==> config.mk <==
export PLATFORM = sky130hd
export DESIGN_NAME = sem_ctrl
export DESIGN_NICKNAME = d
export VERILOG_FILES = /design/src/design/sem_pkg.sv /design/src/design/sem_ctrl.sv
export SDC_FILE = /design/constraint.sdc
export NUM_CORES = 1
export LEC_CHECK = 0
export ABC_AREA = 1
export BUFFER_PORTS_ARGS = -buffer_cell sky130_fd_sc_hd__buf_2
export CAP_MARGIN = 20
export CORE_AREA = 2 2 39 41
export CTS_CLUSTER_DIAMETER = 100
export DETAILED_ROUTE_END_ITERATION = 10
export DIE_AREA = 0 0 41 43
export MAX_ROUTING_LAYER = met4
export SKIP_LAST_GASP = 1
export SYNTH_ARGS = -nofsm -noshare
export SYNTH_HDL_FRONTEND = slang
export SYNTH_SLANG_ARGS = --single-unit
==> constraint.sdc <==
create_clock -name clk -period 1.32 [get_ports clk]
set_input_delay 0.198 -clock clk [delete_from_list [all_inputs] [get_ports clk]]
set_output_delay 0.198 -clock clk [all_outputs]
set_load 0.01 [all_outputs]
==> src/design/sem_pkg.sv <==
// ----------------------------------------------------------------------------
// Sobel edge magnitude package
// Shared types and constants of the controller and the datapath.
// ----------------------------------------------------------------------------
package sem_pkg;

  localparam int CMP_W = 17;
  localparam int SUM_W = 21;
  localparam int SQ_W  = 20;
  localparam int ROOT_W = 17;
  localparam int ROOT_STEPS = 8;
  localparam int OUT_DATA_W = 40;

  localparam logic [0:0] CFG_IDX_WIDTH  = 1'b0;
  localparam logic [0:0] CFG_IDX_HEIGHT = 1'b1;

  localparam logic [10:0] WIDTH_RESET  = 11'd640;
  localparam logic [15:0] HEIGHT_RESET = 16'd480;
  localparam logic [7:0]  MAG_SAT      = 8'd255;

  typedef enum logic [2:0] {
    ST_IDLE,
    ST_CALC,
    ST_SQUARE,
    ST_SUM,
    ST_ROOT,
    ST_LOAD
  } sem_state_t;

  typedef struct packed {
    logic capture;
    logic step;
    logic square;
    logic sum;
    logic root;
    logic load;
  } sem_cmd_t;

  typedef struct packed {
    logic interior;
    logic out_free;
  } sem_status_t;

endpackage

==> src/design/sem_ctrl.sv <==
// ----------------------------------------------------------------------------
// Sobel edge magnitude controller
// Sequences one pixel through window update, squaring and the square root.
// ----------------------------------------------------------------------------
module sem_ctrl (
  input  logic                 clk,
  input  logic                 rst_n,
  input  logic                 in_tvalid,
  input  sem_pkg::sem_status_t status,
  output sem_pkg::sem_cmd_t    cmd,
  output logic                 in_tready,
  output sem_pkg::sem_state_t  state
);

  sem_pkg::sem_state_t state_r;
  sem_pkg::sem_state_t state_nxt;
  logic [2:0] iter_r;
  logic [2:0] iter_nxt;

  always_ff @(posedge clk) begin
    if (!rst_n) begin
      state_r <= sem_pkg::ST_IDLE;
      iter_r  <= '0;
    end else begin
      state_r <= state_nxt;
      iter_r  <= iter_nxt;
    end
  end

  always_comb begin
    state_nxt = state_r;
    iter_nxt  = iter_r;
    unique case (state_r)
      sem_pkg::ST_IDLE: begin
        if (in_tvalid) begin
          state_nxt = sem_pkg::ST_CALC;
        end
      end
      sem_pkg::ST_CALC: begin
        state_nxt = status.interior ? sem_pkg::ST_SQUARE : sem_pkg::ST_IDLE;
      end
      sem_pkg::ST_SQUARE: begin
        state_nxt = sem_pkg::ST_SUM;
      end
      sem_pkg::ST_SUM: begin
        state_nxt = sem_pkg::ST_ROOT;
        iter_nxt  = '0;
      end
      sem_pkg::ST_ROOT: begin
        iter_nxt = iter_r + 3'd1;
        if (iter_r == 3'(sem_pkg::ROOT_STEPS - 1)) begin
          state_nxt = sem_pkg::ST_LOAD;
        end
      end
      sem_pkg::ST_LOAD: begin
        if (status.out_free) begin
          state_nxt = sem_pkg::ST_IDLE;
        end
      end
      default: begin
        state_nxt = sem_pkg::ST_IDLE;
      end
    endcase
  end

  always_comb begin
    cmd       = '0;
    in_tready = 1'b0;
    unique case (state_r)
      sem_pkg::ST_IDLE: begin
        in_tready   = 1'b1;
        cmd.capture = in_tvalid;
      end
      sem_pkg::ST_CALC:   cmd.step   = 1'b1;
      sem_pkg::ST_SQUARE: cmd.square = 1'b1;
      sem_pkg::ST_SUM:    cmd.sum    = 1'b1;
      sem_pkg::ST_ROOT:   cmd.root   = 1'b1;
      sem_pkg::ST_LOAD:   cmd.load   = status.out_free;
      default: begin
        cmd = '0;
      end
    endcase
  end

  assign state = state_r;

endmodule

# Word-level counts from Yosys, hierarchy flattened

Index checks and enable logic that the tools add are counted.
Widths: inputs -> output; s select.

Memories: 0
Register bits after elaboration: 6
ROM bits: 0
Latch bits: 0
RAM bits: 0
Word-level logic and storage cells: 28
Output and inout port bits: 10
Input bits: 5

Shift-type cells: 0
Equal/unequal tests: 9
Multiplexer cells: 13
Div/mod/pow operators: 0
$mul: 0
Reduce and logical (&&, ||, !) cells: 3
Magnitude comparators: 0
Bitwise gates (word level): 0
$add $sub $neg: 1

Operator list:

| operator            | count |
|---|---|
| $pmux 3 s6          | 1 |
| $eq 3x3->1 const B  | 3 |
| $mux 3              | 3 |
| $mux 1              | 7 |
| $eq 3x2->1 const B  | 2 |
| $ne 2x2->1 const B  | 3 |
| $pmux 3 s2          | 1 |
| $add 3x1->3 const B | 1 |
| $eq 3x1->1 const B  | 1 |
| $logic_not 3->1     | 1 |
| $reduce_and 3->1    | 1 |
| $mux 2              | 1 |
| $reduce_bool 2->1   | 1 |

# Longest topological paths before layout

Gate-level depths: netlist of the first run.

Depth after elaboration: 3
Depth in mapped cells: 7
Gate-level depth less buffers: 7

# Least setup slack after synthesis of the first run

Ideal clock, no wire load.

Path kind: register to output
Start point: reg state_r[2] (netlist: state[2])
End point: out cmd[0] (netlist name)
Data required time: 1.122 ns
Setup slack: 0.133 ns
Path buffers: 0
Arrival: 0.989 ns
Stages on the path, launching flop included: 3
Cells stage by stage: dfxtp_1 inv_2 nor4_1

RTL lines:

| element                | line           | source |
|---|---|---|
| start, declared        | sem_ctrl.sv:15 | `sem_pkg::sem_state_t state_r;` |
| start signal, assigned | sem_ctrl.sv:22 | `state_r <= sem_pkg::ST_IDLE;` |
| start signal, assigned | sem_ctrl.sv:25 | `state_r <= state_nxt;` |
| end, declared          | sem_ctrl.sv:10 | `output sem_pkg::sem_cmd_t cmd,` |

==> impl_metrics.json, run 1 <==
{
  "timing.critical_path.to_type": "output pin",
  "cts_tree": "yes",
  "wl_met2_um": 314,
  "syn_avg_cell_area_um2": 6.53,
  "post_cts_buffers": 0,
  "status": "complete, no violations",
  "cp_slowest_stage_delay_ps": 380,
  "maxCapViolCount": 0,
  "synth_flop_cell": "dfxtp_1",
  "routabilityCongestion": 0.744,
  "diodes": 0,
  "vdd_drop_max_uv": 584,
  "p_per_area_nw_per_um2": 1130,
  "place_ws_ps": 155,
  "setup_violations": 0,
  "io_buffers": 14,
  "clock.fmax_mhz": 804,
  "dpl-instance-area_um2": 417,
  "drt_iter0_drc": 13,
  "grt_pass1_wl_mm": 1.12,
  "wl_per_cell_um": 8.45,
  "max-clock-path-buffers": 2,
  "die_area_um2": 1760,
  "dp_hpwl_um": 566,
  "cts.clk_slew.worst_paths_ps": 40,
  "fin_area_um2": 458,
  "cts_htree_levels": 1,
  "hold_path_class": "input pin to flop",
  "track_usage": 0.0949,
  "die_y_um": 43,
  "finalCritPeriodShare": 0.942,
  "holdWs_ps": 203,
  "finalNonFillerCells": 83,
  "synthesis.nets": 57,
  "first_pass_iters": 4,
  "max_slew_margin": 0.853,
  "ys_seq_area_frac": 0.368,
  "arrival_ps": 1050,
  "fp.coreArea_um2": 1380,
  "rsz0062_at_grt": "yes",
  "antenna_found_initial": 0,
  "synthesis.area_um2": 327,
  "synth-edff-count": 0,
  "timing.final.ws_setup_ps": 76.3,
  "slew_viol_final": 0,
  "hp-start": "rst_n",
  "grt_pass1_vias": 296,
  "cp.required_ps": 1120,
  "fill_cells": 153,
  "synth.area.top_cells": "dfxtp_1 (37%), nand2_1 (14%), inv_1 (11%)",
  "cp-startpoint": "state[0]$_SDFFE_PN0P_",
  "ant_nets": 0,
  "highest_layer": "met3",
  "postSynth.asyncResetShare": 0,
  "crit_buf_inv": 2,
  "reg2reg_from": "iter_r[0]$_SDFFE_PN0P_",
  "wirelength_met1_um": 333,
  "fp-row-count": 14,
  "io_pins": 15,
  "grt_max_degree": 9,
  "synth_most_common_cell": "nand2_1",
  "hold_viol": 0,
  "timing.final.crit_period_ps": 1240,
  "worst-setup-path-type": "flop to output pin",
  "viasPerCell": 4.28,
  "drc_errors": 0,
  "clock_latency_ps": 240,
  "cts_made_buffers": 3,
  "synth.distinct_cells": 13,
  "nets": 76,
  "yosys-top-cells-count": "nand2_1 (12), inv_1 (10), dfxtp_1 (6)",
  "placed_cells": 80,
  "dr_wl_met3_um": 53,
  "cp_top_family": "flip-flops",
  "worstSetupStartpointType": "flop",
  "ys_ff_latch": 6,
  "cp_slowest_cell": "dfxtp_4",
  "syn_to_final_growth_pct": 40.2,
  "yosysTopAreaCell": "dfxtp_1",
  "power.leakage_nw": 0.268,
  "drive_gt1_frac": 0.358,
  "path_max_fanout": 6,
  "start_util": 0.236,
  "synthCells": 50,
  "die_w_um": 41,
  "power.total_mw": 0.515,
  "globalRouteOverflowTotal": 0,
  "worst_slew_pin_slew_ps": 219,
  "vias": 355,
  "synth_top_area_frac": 0.368,
  "finalWirelength_um": 701,
  "final.setup.tns_ps": 0,
  "tritoncts_num_sinks": 6,
  "cts_root_buf": "clkbuf_4",
  "finalCoreUtilization": 0.331,
  "yosysWarnings": 0,
  "cts_hold_buf": 0,
  "skew_ps": 5.91,
  "cp_cell_sequence": "inv_2 -> nor4_1 -> buf_2"
}
==> final cells by class <==
type                       count  area (um2)  share of cell area
multi-input combinational     33         175               0.383
sequential                     6         129               0.281
timing repair buffer          14        70.1               0.153
inverter                      11        41.3              0.0902
clock buffer                   3        22.5              0.0492
tap                           16        20.0              0.0437
==> repair_timing <==
action                                  in CTS  in global routing
endpoints found under the setup margin       4                  5
pin swaps                                    0                  1
gates resized for setup                      4                  4
==> layer usage <==
metal	GRT usage	up-vias
li1	-	195
met1	0.127	148
met2	0.128	12
met3	0.0314	0
met4	0.0400	0
met5	-	-
==> layout by cell type, fill, tap and decap left out <==
cell type and n:
a21oi_1 5, buf_2 14, clkbuf_4 3, dfxtp_1 3, dfxtp_2 1, dfxtp_4 2
ha_1 2, inv_1 9, inv_2 2, nand2_1 12, nand3_1 3, nand4_1 2
nor2_1 4, nor2_4 1, nor3_1 1, nor3_2 1, nor4_1 1, o21ai_0 1
==> cell families after synthesis <==
kind of cell    share of synthesized area
compound gates                     0.0919
fa+ha+maj                          0.0766
buf+inv                             0.126
flops                               0.368
simple gates                        0.337
==> registers in the layout, indices dropped and copies added, names as in the netlist <==
| signal | flops |
|---|---|
| iter_r | 3 |
| state | 3 |
==> power breakdown <==
part | internal, mW | switching, mW
clock network | 0.102 | 0.0608
logic | 0.0550 | 0.0779
registers | 0.196 | 0.0233
total | 0.353 | 0.162
==> path summary, 6_finish.rpt <==
| kind | endpoint | slack [ps] | cells after the start |
|---|---|---|---|
| worst min register to register | iter_r[0]$_SDFFE_PN0P_ | 460 | 1 |
| worst max-delay path | cmd[0] | 80 | 3 |
| worst max register to register | state[0]$_SDFFE_PN0P_ | 190 | 7 |
| worst min-delay path | state[0]$_SDFFE_PN0P_ | 200 | 3 |
==> tightest hold or removal path, stage by stage <==
cell and delay, ps:
buf_2 110, nand2_1 60, nor2_1 30
Note: power is estimated with default switching activity, not from simulation.
==> run 2, diff against run 1 <==
==> constraint.sdc (replaced) <==
create_clock -name clk -period 1.4 [get_ports clk]
set_input_delay 0.21 -clock clk [delete_from_list [all_inputs] [get_ports clk]]
set_output_delay 0.21 -clock clk [all_outputs]
set_load 0.01 [all_outputs]
==> run 2 against run 1 <==
Sequential share of layout area down 0.49 points. Cell count unchanged. Die area is the same. Total power decreased by 5.3%. First-iteration DRC count decreased by 38%. Critical path depth unchanged. Via count rose by 1.4%. Wire length rose by 1.0%. Clock skew is 2.2 ps lower. Count of clock-buffer cells in the layout unchanged. Clock power about the same. Design area fell by 2.2%. Critical endpoint unchanged. Largest cell class unchanged. Largest power group unchanged. Highest routed layer unchanged.
==> impl_metrics.json, run 2 (same netlist as run 1, synthesis figures left out) <==
{
  "arrival_ps": 1140,
  "hold_viol": 0,
  "timing.critical_path.to_type": "output pin",
  "routabilityCongestion": 0.798,
  "maxCapViolCount": 0,
  "ant_nets": 0,
  "start_util": 0.236,
  "grt_pass1_wl_mm": 1.18,
  "cts_hold_buf": 0,
  "setup.worst_path.end": "cmd[0]",
  "vias": 360,
  "first_pass_iters": 4,
  "cts_htree_levels": 1,
  "grt_max_degree": 9,
  "io_pins": 15,
  "globalRouteOverflowTotal": 0,
  "drc_errors": 0,
  "max-clock-path-buffers": 2,
  "die_w_um": 41,
  "dp_hpwl_um": 562,
  "dpl-instance-area_um2": 417,
  "tritoncts_num_sinks": 6,
  "rsz0062_at_grt": "yes",
  "cts_tree": "yes",
  "path_max_fanout": 8,
  "finalWirelength_um": 708,
  "holdWs_ps": 207,
  "fp.coreArea_um2": 1380,
  "max_slew_margin": 0.859,
  "wl_per_cell_um": 8.53,
  "slew_viol_final": 0,
  "fin_area_um2": 448,
  "cp_slowest_stage_delay_ps": 410,
  "final_cell_mix": "buf_2 (14), nand2_1 (12), inv_1 (10)",
  "cts.clk_slew.worst_paths_ps": 50,
  "p_per_area_nw_per_um2": 1090,
  "timing.final.crit_period_ps": 1350,
  "cp_cell_sequence": "inv_2 -> nor4_1 -> buf_2",
  "final.setup.tns_ps": 0,
  "cts_root_buf": "clkbuf_4",
  "antenna_found_initial": 0,
  "clock.fmax_mhz": 741,
  "die_y_um": 43,
  "finalCritPeriodShare": 0.965,
  "r2r_end": "state[0]$_SDFFE_PN0P_",
  "fp-row-count": 14,
  "drive_gt1_frac": 0.343,
  "status": "complete, no violations",
  "fill_cells": 158,
  "track_usage": 0.103,
  "r2r_cells": 7,
  "syn_to_final_growth_pct": 37.2,
  "cts_made_buffers": 3,
  "grt_pass1_vias": 312,
  "die_area_um2": 1760,
  "power.leakage_nw": 0.266,
  "io_buffers": 14,
  "finalCoreUtilization": 0.324,
  "reg2reg_from": "iter_r[0]$_SDFFE_PN0P_",
  "worst-setup-path-type": "flop to output pin",
  "vdd_drop_max_uv": 599,
  "hold_path_class": "input pin to flop",
  "worst_slew_pin_slew_ps": 210,
  "clock_latency_ps": 240,
  "worstSetupStartpointType": "flop",
  "drt_iter0_drc": 8,
  "reg2reg_slack_ps": 280,
  "cp_slowest_cell": "dfxtp_2",
  "viasPerCell": 4.34,
  "diodes": 0,
  "mostFrequentLayoutCell": "buf_2",
  "nets": 76,
  "skew_ps": 3.73,
  "setup_violations": 0,
  "cp-startpoint": "state[2]$_SDFFE_PN0P_",
  "cp.required_ps": 1190
}
-- run 2: cell types whose count changed in the layout (fill, tap and decap cells not counted) --
cell,change
nor2_4,-1
dfxtp_4,-2
inv_1,+1
dfxtp_2,+2
nor2_2,+1
inv_2,-1
-- run 2: how the worst min path moves through the flow --
stage,start,endpoint,slack (ps),cells past startpoint
floorplan,rst_n,state[0]$_SDFFE_PN0P_,330,2
global placement,iter_r[0]$_SDFFE_PN0P_,iter_r[0]$_SDFFE_PN0P_,440,1
detailed placement,iter_r[0]$_SDFFE_PN0P_,iter_r[0]$_SDFFE_PN0P_,450,1
CTS,status[1],state[1]$_SDFFE_PN0P_,200,3
global route,status[1],state[1]$_SDFFE_PN0P_,230,3
finish,status[1],state[1]$_SDFFE_PN0P_,210,3
-- run 2: repair_timing --
item / 4_1_cts / 5_1_grt
resized for setup: 1 / 3
setup endpoints to repair: 1 / 5
buffers inserted: 0 / 0
-- run 2: power by group --
group	internal [mW]	total [mW]	switching, mW
clock network	0.0971	0.161	0.0635
registers	0.185	0.203	0.0183
logic	0.0497	0.125	0.0749
-- run 2: layout make-up --
| class | instances | area [um2] | share of cell area |
|---|---|---|---|
| multi-input cells | 33 | 170 | 0.380 |
| clock buffers | 3 | 22.5 | 0.0503 |
| inverters | 11 | 41.3 | 0.0922 |
| repair buffers | 14 | 70.1 | 0.156 |
| well taps | 16 | 20.0 | 0.0447 |
| flip-flops and latches | 6 | 124 | 0.277 |
-- run 2: stage by stage --
step                setup slack, ps  total power, mW  instances
floorplan                       201            0.278         50
global placement                225            0.326         80
detailed placement              223            0.326         80
CTS                            32.6            0.493         83
global route                  -12.8            0.524         83
finish                         49.6            0.488         83
-- run 2: layer usage --
| layer | wire [um] | vias up | global-route usage | part of all wire |
|---|---|---|---|---|
| li1 | - | 194 | - | - |
| met4 | 0 | 0 | 0.0600 | 0 |
| met3 | 46 | 0 | 0.0314 | 0.065 |
| met1 | 359 | 156 | 0.143 | 0.51 |
| met5 | 0 | - | - | 0 |
| met2 | 302 | 10 | 0.128 | 0.43 |
-- run 2: worst max-delay path, delay by kind of cell, from the launching register on --
kind | cells | cell delay, ps
buffers and inverters | 2 | 240
flip-flops | 1 | 410
AND/OR/NAND/NOR | 1 | 240
==> run 3, diff against run 2 <==
--- a/config.mk
+++ b/config.mk
@@ -9,6 +9,7 @@
 export BUFFER_PORTS_ARGS = -buffer_cell sky130_fd_sc_hd__buf_2
 export CAP_MARGIN = 20
 export CORE_AREA = 2 2 39 41
+export CTS_BUF_LIST = sky130_fd_sc_hd__clkbuf_8 sky130_fd_sc_hd__clkbuf_16
 export CTS_CLUSTER_DIAMETER = 100
 export DETAILED_ROUTE_END_ITERATION = 10
 export DIE_AREA = 0 0 41 43
==> run 3 against run 2 <==
Sequential power about the same. Non-clock buffer count is the same. Via count decreased by 0.83%. Clock power rose by 60%. Count of clock-buffer cells in the layout unchanged. Wire length shrank 1.1%. Sequential share of layout area shrank 1.3 points. Worst hold slack improved by 23 ps. Design area grew 3.9%. Register-to-register slack about the same. Critical endpoint unchanged. Largest power group is now the clock network.
==> impl_metrics.json, run 3 (same netlist as run 1, synthesis figures left out) <==
{
  "status": "complete, no violations",
  "tritoncts_num_sinks": 6,
  "track_usage": 0.0992,
  "routabilityCongestion": 0.798,
  "cp_slowest_stage_delay_ps": 400,
  "max-clock-path-buffers": 2,
  "syn_to_final_growth_pct": 42.5,
  "skew_ps": 4.09,
  "viasPerCell": 4.30,
  "nets": 76,
  "multi_input_area_um2": 170,
  "antenna_found_initial": 0,
  "cts_tree": "yes",
  "hold_path_class": "input pin to flop",
  "final_cell_mix": "buf_2 (14), nand2_1 (12), inv_1 (10)",
  "die_area_um2": 1760,
  "cts_hold_buf": 0,
  "cts_made_buffers": 3,
  "finalCritPeriodShare": 0.950,
  "die_y_um": 43,
  "drt_iter0_drc": 6,
  "timing.final.crit_period_ps": 1330,
  "worst_slew_pin_slew_ps": 210,
  "clock.fmax_mhz": 752,
  "cts_htree_levels": 1,
  "final.setup.tns_ps": 0,
  "drc_errors": 0,
  "timing.final.ws_setup_ps": 70.2,
  "mostFrequentLayoutCell": "buf_2",
  "diodes": 0,
  "hold_viol": 0,
  "fin_area_um2": 465,
  "power.leakage_nw": 0.274,
  "timing.critical_path.to_type": "output pin",
  "cp.required_ps": 1190,
  "slew_viol_final": 0,
  "die_w_um": 41,
  "first_pass_iters": 4,
  "globalRouteOverflowTotal": 0,
  "cts.clk_slew.worst_paths_ps": 40,
  "wl_per_cell_um": 8.43,
  "clock_latency_ps": 220,
  "p_per_area_nw_per_um2": 1260,
  "drive_gt1_frac": 0.328,
  "grt_pass1_wl_mm": 1.15,
  "grt_max_degree": 9,
  "path_max_fanout": 6,
  "maxCapViolCount": 0,
  "dpl-instance-area_um2": 417,
  "place_ws_ps": 223,
  "fill_cells": 155,
  "finalWirelength_um": 700,
  "max_slew_margin": 0.859,
  "rsz0062_at_grt": "no",
  "cp_slowest_cell": "dfxtp_1",
  "seq_area_um2": 123,
  "vdd_drop_max_uv": 722,
  "fp.coreArea_um2": 1380,
  "ant_nets": 0,
  "cts_root_buf": "clkbuf_8",
  "arrival_ps": 1120,
  "cp_cell_sequence": "inv_1 -> nor4_1 -> buf_2",
  "dp_hpwl_um": 562,
  "holdWs_ps": 231,
  "setup_violations": 0,
  "io_buffers": 14,
  "io_pins": 15,
  "start_util": 0.236,
  "worst-setup-path-type": "flop to output pin",
  "grt_pass1_vias": 307,
  "worstSetupStartpointType": "flop",
  "vias": 357,
  "fp-row-count": 14
}
run 3: area by class of cell:
cell class / count / share of cell area
Tap cell: 16 / 0.0430
Multi-Input combinational cell: 33 / 0.366
Inverter: 11 / 0.0887
Timing Repair Buffer: 14 / 0.151
Sequential cell: 6 / 0.263
Clock buffer: 3 / 0.0887
run 3: power breakdown:
| group | switching (mW) | leakage, nW | internal (mW) |
|---|---|---|---|
| clock | 0.0737 | 0.0216 | 0.185 |
| sequential | 0.0180 | 0.0497 | 0.184 |
| combinational | 0.0748 | 0.202 | 0.0496 |
| total | 0.166 | 0.274 | 0.418 |
run 3: critical path: cells and delay by family (launching register included):
kind	cells	cell delay, ps
and+or+nand+nor	1	220
DFF	1	400
buffers and inverters	2	280
run 3: repair_timing:
| item | CTS | global route |
|---|---|---|
| gates resized for setup | 1 | 2 |
| endpoints found under the setup margin | 1 | 3 |
| setup buffers | 0 | 0 |
run 3: final timing paths:
kind                                        startpoint                     end  slack [ps]  depth (start not counted)
worst min register to register  iter_r[0]$_SDFFE_PN0P_  iter_r[0]$_SDFFE_PN0P_         460                          1
worst max-delay path             state[0]$_SDFFE_PN0P_                  cmd[0]          70                          3
worst max register to register  iter_r[0]$_SDFFE_PN0P_   state[2]$_SDFFE_PN0P_         280                          7
worst min-delay path                         status[1]   state[1]$_SDFFE_PN0P_         230                          3
run 3: per-layer routing:
| layer | global-route usage | vias up | wire, um |
|---|---|---|---|
| met5 | - | - | 0 |
| met4 | 0.0400 | 0 | 0 |
| met3 | 0.0314 | 0 | 45 |
| li1 | - | 193 | - |
| met1 | 0.143 | 154 | 356 |
| met2 | 0.125 | 10 | 299 |
run 3: per-stage QoR:
step                 util  total power, mW  instances
floorplan               -            0.278         50
global placement    0.301            0.326         80
detailed placement  0.301            0.326         80
CTS                 0.332            0.587         83
global route        0.336            0.617         83
finish              0.336            0.585         83
